$ cat config.mk
export PLATFORM = sky130hd
export DESIGN_NAME = fdc_tap_cell
export DESIGN_NICKNAME = d
export VERILOG_FILES = /design/src/design/fdc_pkg.sv /design/src/design/fdc_tap_cell.sv
export SDC_FILE = /design/constraint.sdc
export NUM_CORES = 1
export LEC_CHECK = 0
export ABC_AREA = 1
export BUFFER_PORTS_ARGS = -buffer_cell sky130_fd_sc_hd__buf_2
export CORE_MARGIN = 5
export CORE_UTILIZATION = 40
export CTS_BUF_LIST = sky130_fd_sc_hd__clkbuf_8
export CTS_CLUSTER_DIAMETER = 200
export CTS_CLUSTER_SIZE = 25
export DETAILED_ROUTE_END_ITERATION = 12
export GPL_ROUTABILITY_DRIVEN = 0
export RECOVER_POWER = 100
export SLEW_MARGIN = 20
export SYNTH_ARGS = -nofsm -noshare
export SYNTH_HDL_FRONTEND = slang
export SYNTH_SLANG_ARGS = --single-unit
$ cat constraint.sdc
create_clock -name clk -period 21.1 [get_ports clk]
set_clock_uncertainty 0.15 [all_clocks]
set_input_delay 4.22 -clock clk [delete_from_list [all_inputs] [get_ports clk]]
set_output_delay 4.22 -clock clk [all_outputs]
set_load 0.02 [all_outputs]
$ cat src/design/fdc_pkg.sv
package fdc_pkg;

    // Field widths fixed by the item and result formats
    localparam int SAMPLE_W    = 16;
    localparam int PROD_W      = 2 * SAMPLE_W;
    localparam int TAP_INDEX_W = 7;
    localparam int TAP_COUNT_W = 8;
    localparam int FUNC_W      = 2;
    localparam int FRAC_W      = 15;

    // Item function codes
    localparam logic [FUNC_W-1:0] FUNC_FILTER = 2'd0;
    localparam logic [FUNC_W-1:0] FUNC_COEF   = 2'd1;
    localparam logic [FUNC_W-1:0] FUNC_CLEAR  = 2'd2;

    // Register map
    localparam int  APB_ADDR_W    = 3;
    localparam int  APB_DATA_W    = 32;
    localparam logic REG_TAP_COUNT = 1'b0;
    localparam logic [TAP_COUNT_W-1:0] TAP_COUNT_RESET = 8'd1;

    // Q1.15 limits
    localparam logic signed [SAMPLE_W-1:0] SAMPLE_MAX = 16'sh7fff;
    localparam logic signed [SAMPLE_W-1:0] SAMPLE_MIN = 16'sh8000;

    typedef struct packed {
        logic [FUNC_W-1:0]             func;
        logic signed [SAMPLE_W-1:0]    sample_in;
        logic [TAP_INDEX_W-1:0]        tap_index;
        logic signed [SAMPLE_W-1:0]    coefficient;
    } item_t;

    typedef struct packed {
        logic signed [SAMPLE_W-1:0]    sample_out;
        logic                          saturated;
    } result_t;

    // Broadcast control from the sequencer to every cell
    typedef struct packed {
        logic                          shift;
        logic                          clear;
        logic                          coef_we;
        logic [TAP_INDEX_W-1:0]        tap_index;
        logic signed [SAMPLE_W-1:0]    coefficient;
        logic [TAP_COUNT_W-1:0]        tap_count;
    } cell_ctl_t;

    typedef enum logic {
        ST_IDLE,
        ST_FILTER
    } fdc_state_t;

endpackage

$ cat src/design/fdc_tap_cell.sv
module fdc_tap_cell #(
    parameter int IDX   = 0,
    parameter int ACC_W = 39
) (
    input  logic                                  clk,
    input  logic                                  rst_n,
    input  fdc_pkg::cell_ctl_t                    ctl,
    input  logic signed [fdc_pkg::SAMPLE_W-1:0]   x_in,
    output logic signed [fdc_pkg::SAMPLE_W-1:0]   x_out,
    input  logic signed [ACC_W-1:0]               ps_in,
    output logic signed [ACC_W-1:0]               ps_out,
    input  logic                                  tok_in,
    output logic                                  tok_out
);

    localparam bit WRITABLE = (IDX < (2 ** fdc_pkg::TAP_INDEX_W));
    localparam bit COUNTABLE = (IDX < (2 ** fdc_pkg::TAP_COUNT_W));
    localparam logic [fdc_pkg::TAP_INDEX_W-1:0] IDX_W = fdc_pkg::TAP_INDEX_W'(IDX);
    localparam logic [fdc_pkg::TAP_COUNT_W-1:0] IDX_C = fdc_pkg::TAP_COUNT_W'(IDX);

    logic signed [fdc_pkg::SAMPLE_W-1:0] x_reg;
    logic signed [fdc_pkg::SAMPLE_W-1:0] h_reg;
    logic signed [ACC_W-1:0]             ps_reg;
    logic signed [ACC_W-1:0]             ps_next;
    logic                                tok_reg;
    logic signed [fdc_pkg::PROD_W-1:0]   prod;
    logic                                tap_en;
    logic                                coef_hit;

    // Decode this cell's coefficient slot and tap enable
    assign coef_hit = WRITABLE && ctl.coef_we && (ctl.tap_index == IDX_W);
    assign tap_en   = COUNTABLE && (ctl.tap_count > IDX_C);

    // Add this tap's product to the passing partial sum
    assign prod    = h_reg * x_reg;
    assign ps_next = ps_in + (tap_en ? ACC_W'(prod) : ACC_W'(0));

    // Hold history and coefficient, advance the sum wave
    always_ff @(posedge clk or negedge rst_n)
    begin
        if (!rst_n)
        begin
            x_reg   <= '0;
            h_reg   <= '0;
            tok_reg <= 1'b0;
        end
        else
        begin
            if (ctl.clear)
            begin
                x_reg <= '0;
            end
            else if (ctl.shift)
            begin
                x_reg <= x_in;
            end
            if (coef_hit)
            begin
                h_reg <= ctl.coefficient;
            end
            tok_reg <= tok_in;
        end
    end

    always_ff @(posedge clk)
    begin
        ps_reg <= ps_next;
    end

    assign x_out   = x_reg;
    assign ps_out  = ps_reg;
    assign tok_out = tok_reg;

endmodule

==> flow_summary.toml, run 1 <==
[outcome]
status = "finished with violations"
violations = "max-capacitance violations, max-slew violations"

[global_routing]
antenna_found_initial = 0
grt_start_max_net_pins = 34
first_global_vias = 13600
grt.total_usage = 0.208
grt-ovfl-total = 0
grt_first_pass_wirelength_mm = 70.8

[die]
rows = 72
dieWidth_um = 207
core_um2 = 38500
start_util = 0.403
io_pins = 148
fp.dieH_um = 207
dieArea_um2 = 42800

[worst_setup_path]
worstSetupPathType = "primary input to flip-flop"
worst-path-stages = 21
rr_worst_depth = 31
slowest_stage = "clkbuf_1"
rr_startpoint = "x_out[4]"
cp-start-kind = "primary input"
cp_top_family = "buffers and inverters"
endpoint_kind = "flip-flop"
reg2reg_to = "ps_out[36]"
crit_path_max_incr_delay_ns = 0.84
crit_chain = "buf_2, nor4_1, nand2_1, clkbuf_1, clkinv_1, nor3_1, ha_1, inv_1, fa_1, inv_1, nand3_1, nand2_1, inv_1, o21ai_0, nand3_1, nand3_1, nand2_1, nand2_1, nand2_1, inv_1, nor2_2"
worst_ep_required_time_ns = 21.26
cp_data_arrival_time_ns = 8.91
cpMostUsedCell = "nand2_1"
reg2reg_setup_slack_ns = 12.76
crit_fanout = 23
cp_num_buf_inv = 7

[place]
pre_cts_ws_ns = 13.24
dpl_cell_area_um2 = 16600
numPortBuffers = 147
place_inst = 2670
dp_hpwl_mm = 36.5

[clock_network]
numCtsBuffers = 9
htree_num_levels = 3
post_cts_resized = 0
ctsHoldBuffers = 0
insertion_delay_ns = 0.41
cts.sinks = 72
path_clk_slew_ns = 0.09
root_buffer = "clkbuf_8"
cts_tree = "done"
post-cts-setup-buffers = 0
cts_buffer_depth = 2

[timing]
min_period_over_period = 0.415
rsz0062_at_grt = "false"
setup_viol = 0
maxSlewViolCount = 34
setup_ws_ns = 12.34
tightest_slew_ns = 1.89
tns_ns = 0
max_freq_ghz = 0.114
period_minus_slack_ns = 8.76
hold_viol_final = 0
max-slew-margin-rel = -0.261
fin_hold_ws_ns = 0.467

[finish]
drive_gt1_frac = 0.0798
stdcell_count = 2686
antenna_cells = 0
largest_reg_flops = 39
nets = 2638
final_area_um2 = 16700
area_delta_synth_final_pct = 7.97
fin_util = 0.435
nFillCells = 3993

[synthesis]
ys_top_cells_by_area = "fa_1 (34%), inv_1 (13%), nand2_1 (12%)"
synth_cell_types = 48
synth_edf_count = 0
synth_top_cell_by_area = "fa_1"
async_flop_share = 0.458
ys_ff_latch = 72
synth_top_area_frac = 0.340
syn-num-nets = 2546
syn-mean-instance-area_um2 = 7.48
synth_ff_type = "dfxtp_1"
ys_seq_area_frac = 0.104
synthCells = 2071
syn_area_um2 = 15500
yosys_warnings = 0

[hold_path]
hold_depth = 2
min_to = "x_out[7]"
hold_class = "flip-flop to flip-flop"
holdCritStartpoint = "x_out[7]"

[detailed_routing]
via_per_inst = 4.83
drtIter0Drc = 817
drc = 0
wl_mm = 42.7
num_vias = 13000
drt-wirelength-per-cell_um = 15.9
detail-route-antenna-nets = 0
drt_first_pass_iters = 8

[power_and_ir_drop]
p_leak_nw = 9.82
ir_drop_v = 0.0000529
total_power_mw = 0.924
power_density_nw_per_um2 = 55.2

[job]
maxCapViolCount = 1
synth_stat cells (all sizes together), types with 5 or more instances:
cell type / instances
a21o: 19
a21oi: 79
a31oi: 10
clkbuf: 69
dfrtp: 33
dfxtp: 39
fa: 263
ha: 120
inv: 548
mux2: 15
nand2: 495
nand3: 65
nand4: 6
nor2: 144
nor3: 18
nor4: 5
o21ai: 71
o21bai: 12
xnor2: 11
xor2: 27
worst min-delay path: stages (launching register included):
cell,delay (ns)
dfrtp_1,0.44
inv_1,0.07
o21ai_0,0.07
layout by cell type, fill, tap and decap left out, types with 13 or more instances in the layout:
cell      netlist  layout
a21o_1         19      19
a21oi_1        74      75
buf_2           1      91
clkbuf_1       69      59
dfrtp_1        33      33
dfxtp_1        39      39
fa_1          263     263
ha_1          120     120
inv_1         539     541
mux2_2         15      15
nand2_1       479     482
nand2_2        15      13
nand3_1        61      64
nor2_1        132     132
nor3_1         14      14
o21ai_0        57      63
xor2_1         27      27
power breakdown:
| group | internal [mW] | switching, mW | leakage [nW] |
|---|---|---|---|
| Sequential | 0.177 | 0.0392 | 0.767 |
| Combinational | 0.186 | 0.375 | 8.93 |
| Clock | 0.0816 | 0.0642 | 0.128 |
| Total | 0.445 | 0.479 | 9.82 |
cells by family (layout without fill, tap and decap cells):
logic type,Yosys count,after routing,synth area share
AND/OR/NAND/NOR,741,741,0.200
buffers and inverters,620,717,0.150
adder cells (fa/ha/maj),383,383,0.437
AO/OA/AOI/OAI,202,202,0.0775
flip-flops,72,72,0.104
XOR/XNOR,38,38,0.0215
multiplexers,15,15,0.0109
worst max-delay path by stage:
stage,end,startpoint
after floorplan,ps_out[38],x_out[5]
after global placement,ps_out[38],ctl[6]
after detailed placement,ps_out[38],ctl[6]
after CTS,ps_out[36],x_out[5]
after global routing,ps_out[38],ctl[1]
final,ps_out[38],ctl[6]
cell type report:
type,instances,area [um2],share of cell area
Timing Repair Buffer,151,684,0.0409
Multi-Input combinational cell,1379,11500,0.686
Clock inverter,6,108,0.00643
Sequential cell,72,1610,0.0960
Clock buffer,10,138,0.00823
Tap cell,518,648,0.0387
Inverter,550,2060,0.123
layer usage:
layer | track usage | vias up | part of all wire
met1 | 0.298 | 6239 | 0.45
met4 | 0.0437 | 0 | 0.019
met5 | 0 | - | 0
met3 | 0.0378 | 63 | 0.068
li1 | - | 6274 | -
met2 | 0.333 | 385 | 0.46
No activity file was read; power rests on OpenSTA's default activity.
==> run 2: changes to the inputs <==
==> constraint.sdc (replaced) <==
create_clock -name clk -period 7.2 [get_ports clk]
set_clock_uncertainty 0.15 [all_clocks]
set_input_delay 1.44 -clock clk [delete_from_list [all_inputs] [get_ports clk]]
set_output_delay 1.44 -clock clk [all_outputs]
set_load 0.02 [all_outputs]
==> run 2 against run 1 <==
Compared with the run above: worst setup slack lost 12 ns; the run still ends with max-capacitance violations, max-slew violations left; largest cell class unchanged; critical endpoint unchanged; combinational power grew to 4.0 times the previous value; count of clock-buffer cells in the layout is the same; first-iteration DRC count grew 5.8%.
==> flow_summary.toml, run 2 (synthesis gave the netlist of run 1 again) <==
[outcome]
status = "finished with violations"
violations = "max-capacitance violations, max-slew violations"

[clock_network]
insertion_delay_ns = 0.39
numCtsBuffers = 9
path_clk_slew_ns = 0.09
htree_num_levels = 3
root_buffer = "clkbuf_8"
cts_buffer_depth = 2
cts.sinks = 72
cts_tree = "done"

[timing]
setup_ws_ns = 0.190
rsz0062_at_grt = "true"
max_freq_ghz = 0.143
tightest_slew_ns = 2.02
max-slew-margin-rel = -0.350
setup_viol = 0
min_period_over_period = 0.974
period_minus_slack_ns = 7.01
hold_viol_final = 0
maxSlewViolCount = 34

[die]
dieArea_um2 = 42800
io_pins = 148
core_um2 = 38500
dieWidth_um = 207
rows = 72
start_util = 0.403
fp.dieH_um = 207

[detailed_routing]
wl_mm = 44.9
drtIter0Drc = 864
num_vias = 13800
via_per_inst = 4.80
detail-route-antenna-nets = 0
drt-wirelength-per-cell_um = 15.6
drt_first_pass_iters = 5
drc = 0

[place]
pre_cts_ws_ns = -0.121
dp_hpwl_mm = 38.3
numPortBuffers = 147
dpl_cell_area_um2 = 18100

[finish]
drive_gt1_frac = 0.227
final_area_um2 = 19200
area_delta_synth_final_pct = 24.2
layout_common_cells = "inv_1 (531), nand2_1 (458), fa_1 (251), buf_4 (163), nor2_1 (108)"
final_common_cell = "inv_1"
largest_reg_flops = 39
nets = 2824
antenna_cells = 0

[worst_setup_path]
cp_top_family = "adder cells"
cpMostUsedCell = "inv_1"
slowest_stage = "fa_1"
endpoint_kind = "flip-flop"
crit_path_max_incr_delay_ns = 0.54
crit_fanout = 13
cp_data_arrival_time_ns = 7.16
worst_ep_required_time_ns = 7.35
cp-start-kind = "flip-flop"
cp_num_buf_inv = 9
worstSetupPathType = "flip-flop to flip-flop"

[power_and_ir_drop]
ir_drop_v = 0.000211
power_density_nw_per_um2 = 164
p_leak_nw = 10.9

[global_routing]
grt-ovfl-total = 0
first_global_vias = 14300
antenna_found_initial = 0
grt_start_max_net_pins = 34
grt.total_usage = 0.213
grt_first_pass_wirelength_mm = 72.7

[hold_path]
hold_class = "flip-flop to flip-flop"

[job]
maxCapViolCount = 1
run 2: worst paths after layout:
check / startpoint / end / depth (start not counted) / slack, ns
setup / recovery: x_out[4] / ps_out[38] / 33 / 0.19
hold / removal: h_reg[13] / h_reg[13] / 1 / 0.46
setup reg to reg: x_out[4] / ps_out[38] / 33 / 0.19
hold reg to reg: h_reg[13] / h_reg[13] / 1 / 0.46
max in group asynchronous: rst_n / x_out[4] / 1 / 4.12
min in group asynchronous: rst_n / h_reg[11] / 1 / 1.47
run 2: cell type report:
class                           instances  area (um2)
Timing Repair Buffer                  337        2380
Multi-Input combinational cell       1379       12300
Clock inverter                          6        65.1
Clock buffer                           10         138
Sequential cell                        72        1620
Fill cell                            3769       19200
Inverter                              550        2080
Tap cell                              518         648
run 2: layer usage:
metal  vias up  global-route usage  share of wire
li1       6646                   -              -
met1      6723               0.293           0.44
met2       348               0.364           0.49
met3        59              0.0259          0.046
met4         0              0.0430          0.021
met5         -                   0              0
run 2: where the power goes:
part	switching, mW	total [mW]	internal, mW
Combinational	1.32	2.22	0.900
Sequential	0.0621	0.584	0.522
Clock	0.191	0.362	0.171
Total	1.57	3.16	1.59
run 2: metrics by stage:
stage | power, mW | cells | TNS [ns] | hold slack [ns] | utilization
after floorplan | 1.77 | 2071 | 0 | 0.438 | -
after detailed placement | 2.56 | 2830 | -0.251 | 0.453 | 0.470
after global placement | 2.56 | 2830 | -0.165 | 0.451 | 0.470
final | 3.16 | 2872 | 0 | 0.463 | 0.500
after global routing | 3.41 | 2872 | -0.395 | 0.474 | 0.500
after CTS | 2.96 | 2848 | -0.000165 | 0.480 | 0.477
run 2: worst reg2reg max path, delay by kind of cell (launching register included):
kind            cells  cell delay (ns)
fa+ha+maj           8             3.61
buf+inv             9             0.74
simple gates       11             1.11
compound gates      4             0.66
flops               1             0.46
xor+xnor            1             0.22
run 2: timing repair:
| item | CTS | global route |
|---|---|---|
| gates resized for setup | 12 | 181 |
| endpoints found under the setup margin | 11 | 22 |
| buffers inserted | 2 | 24 |
| hold buffers | 0 | 0 |
| pin swaps | 0 | 55 |
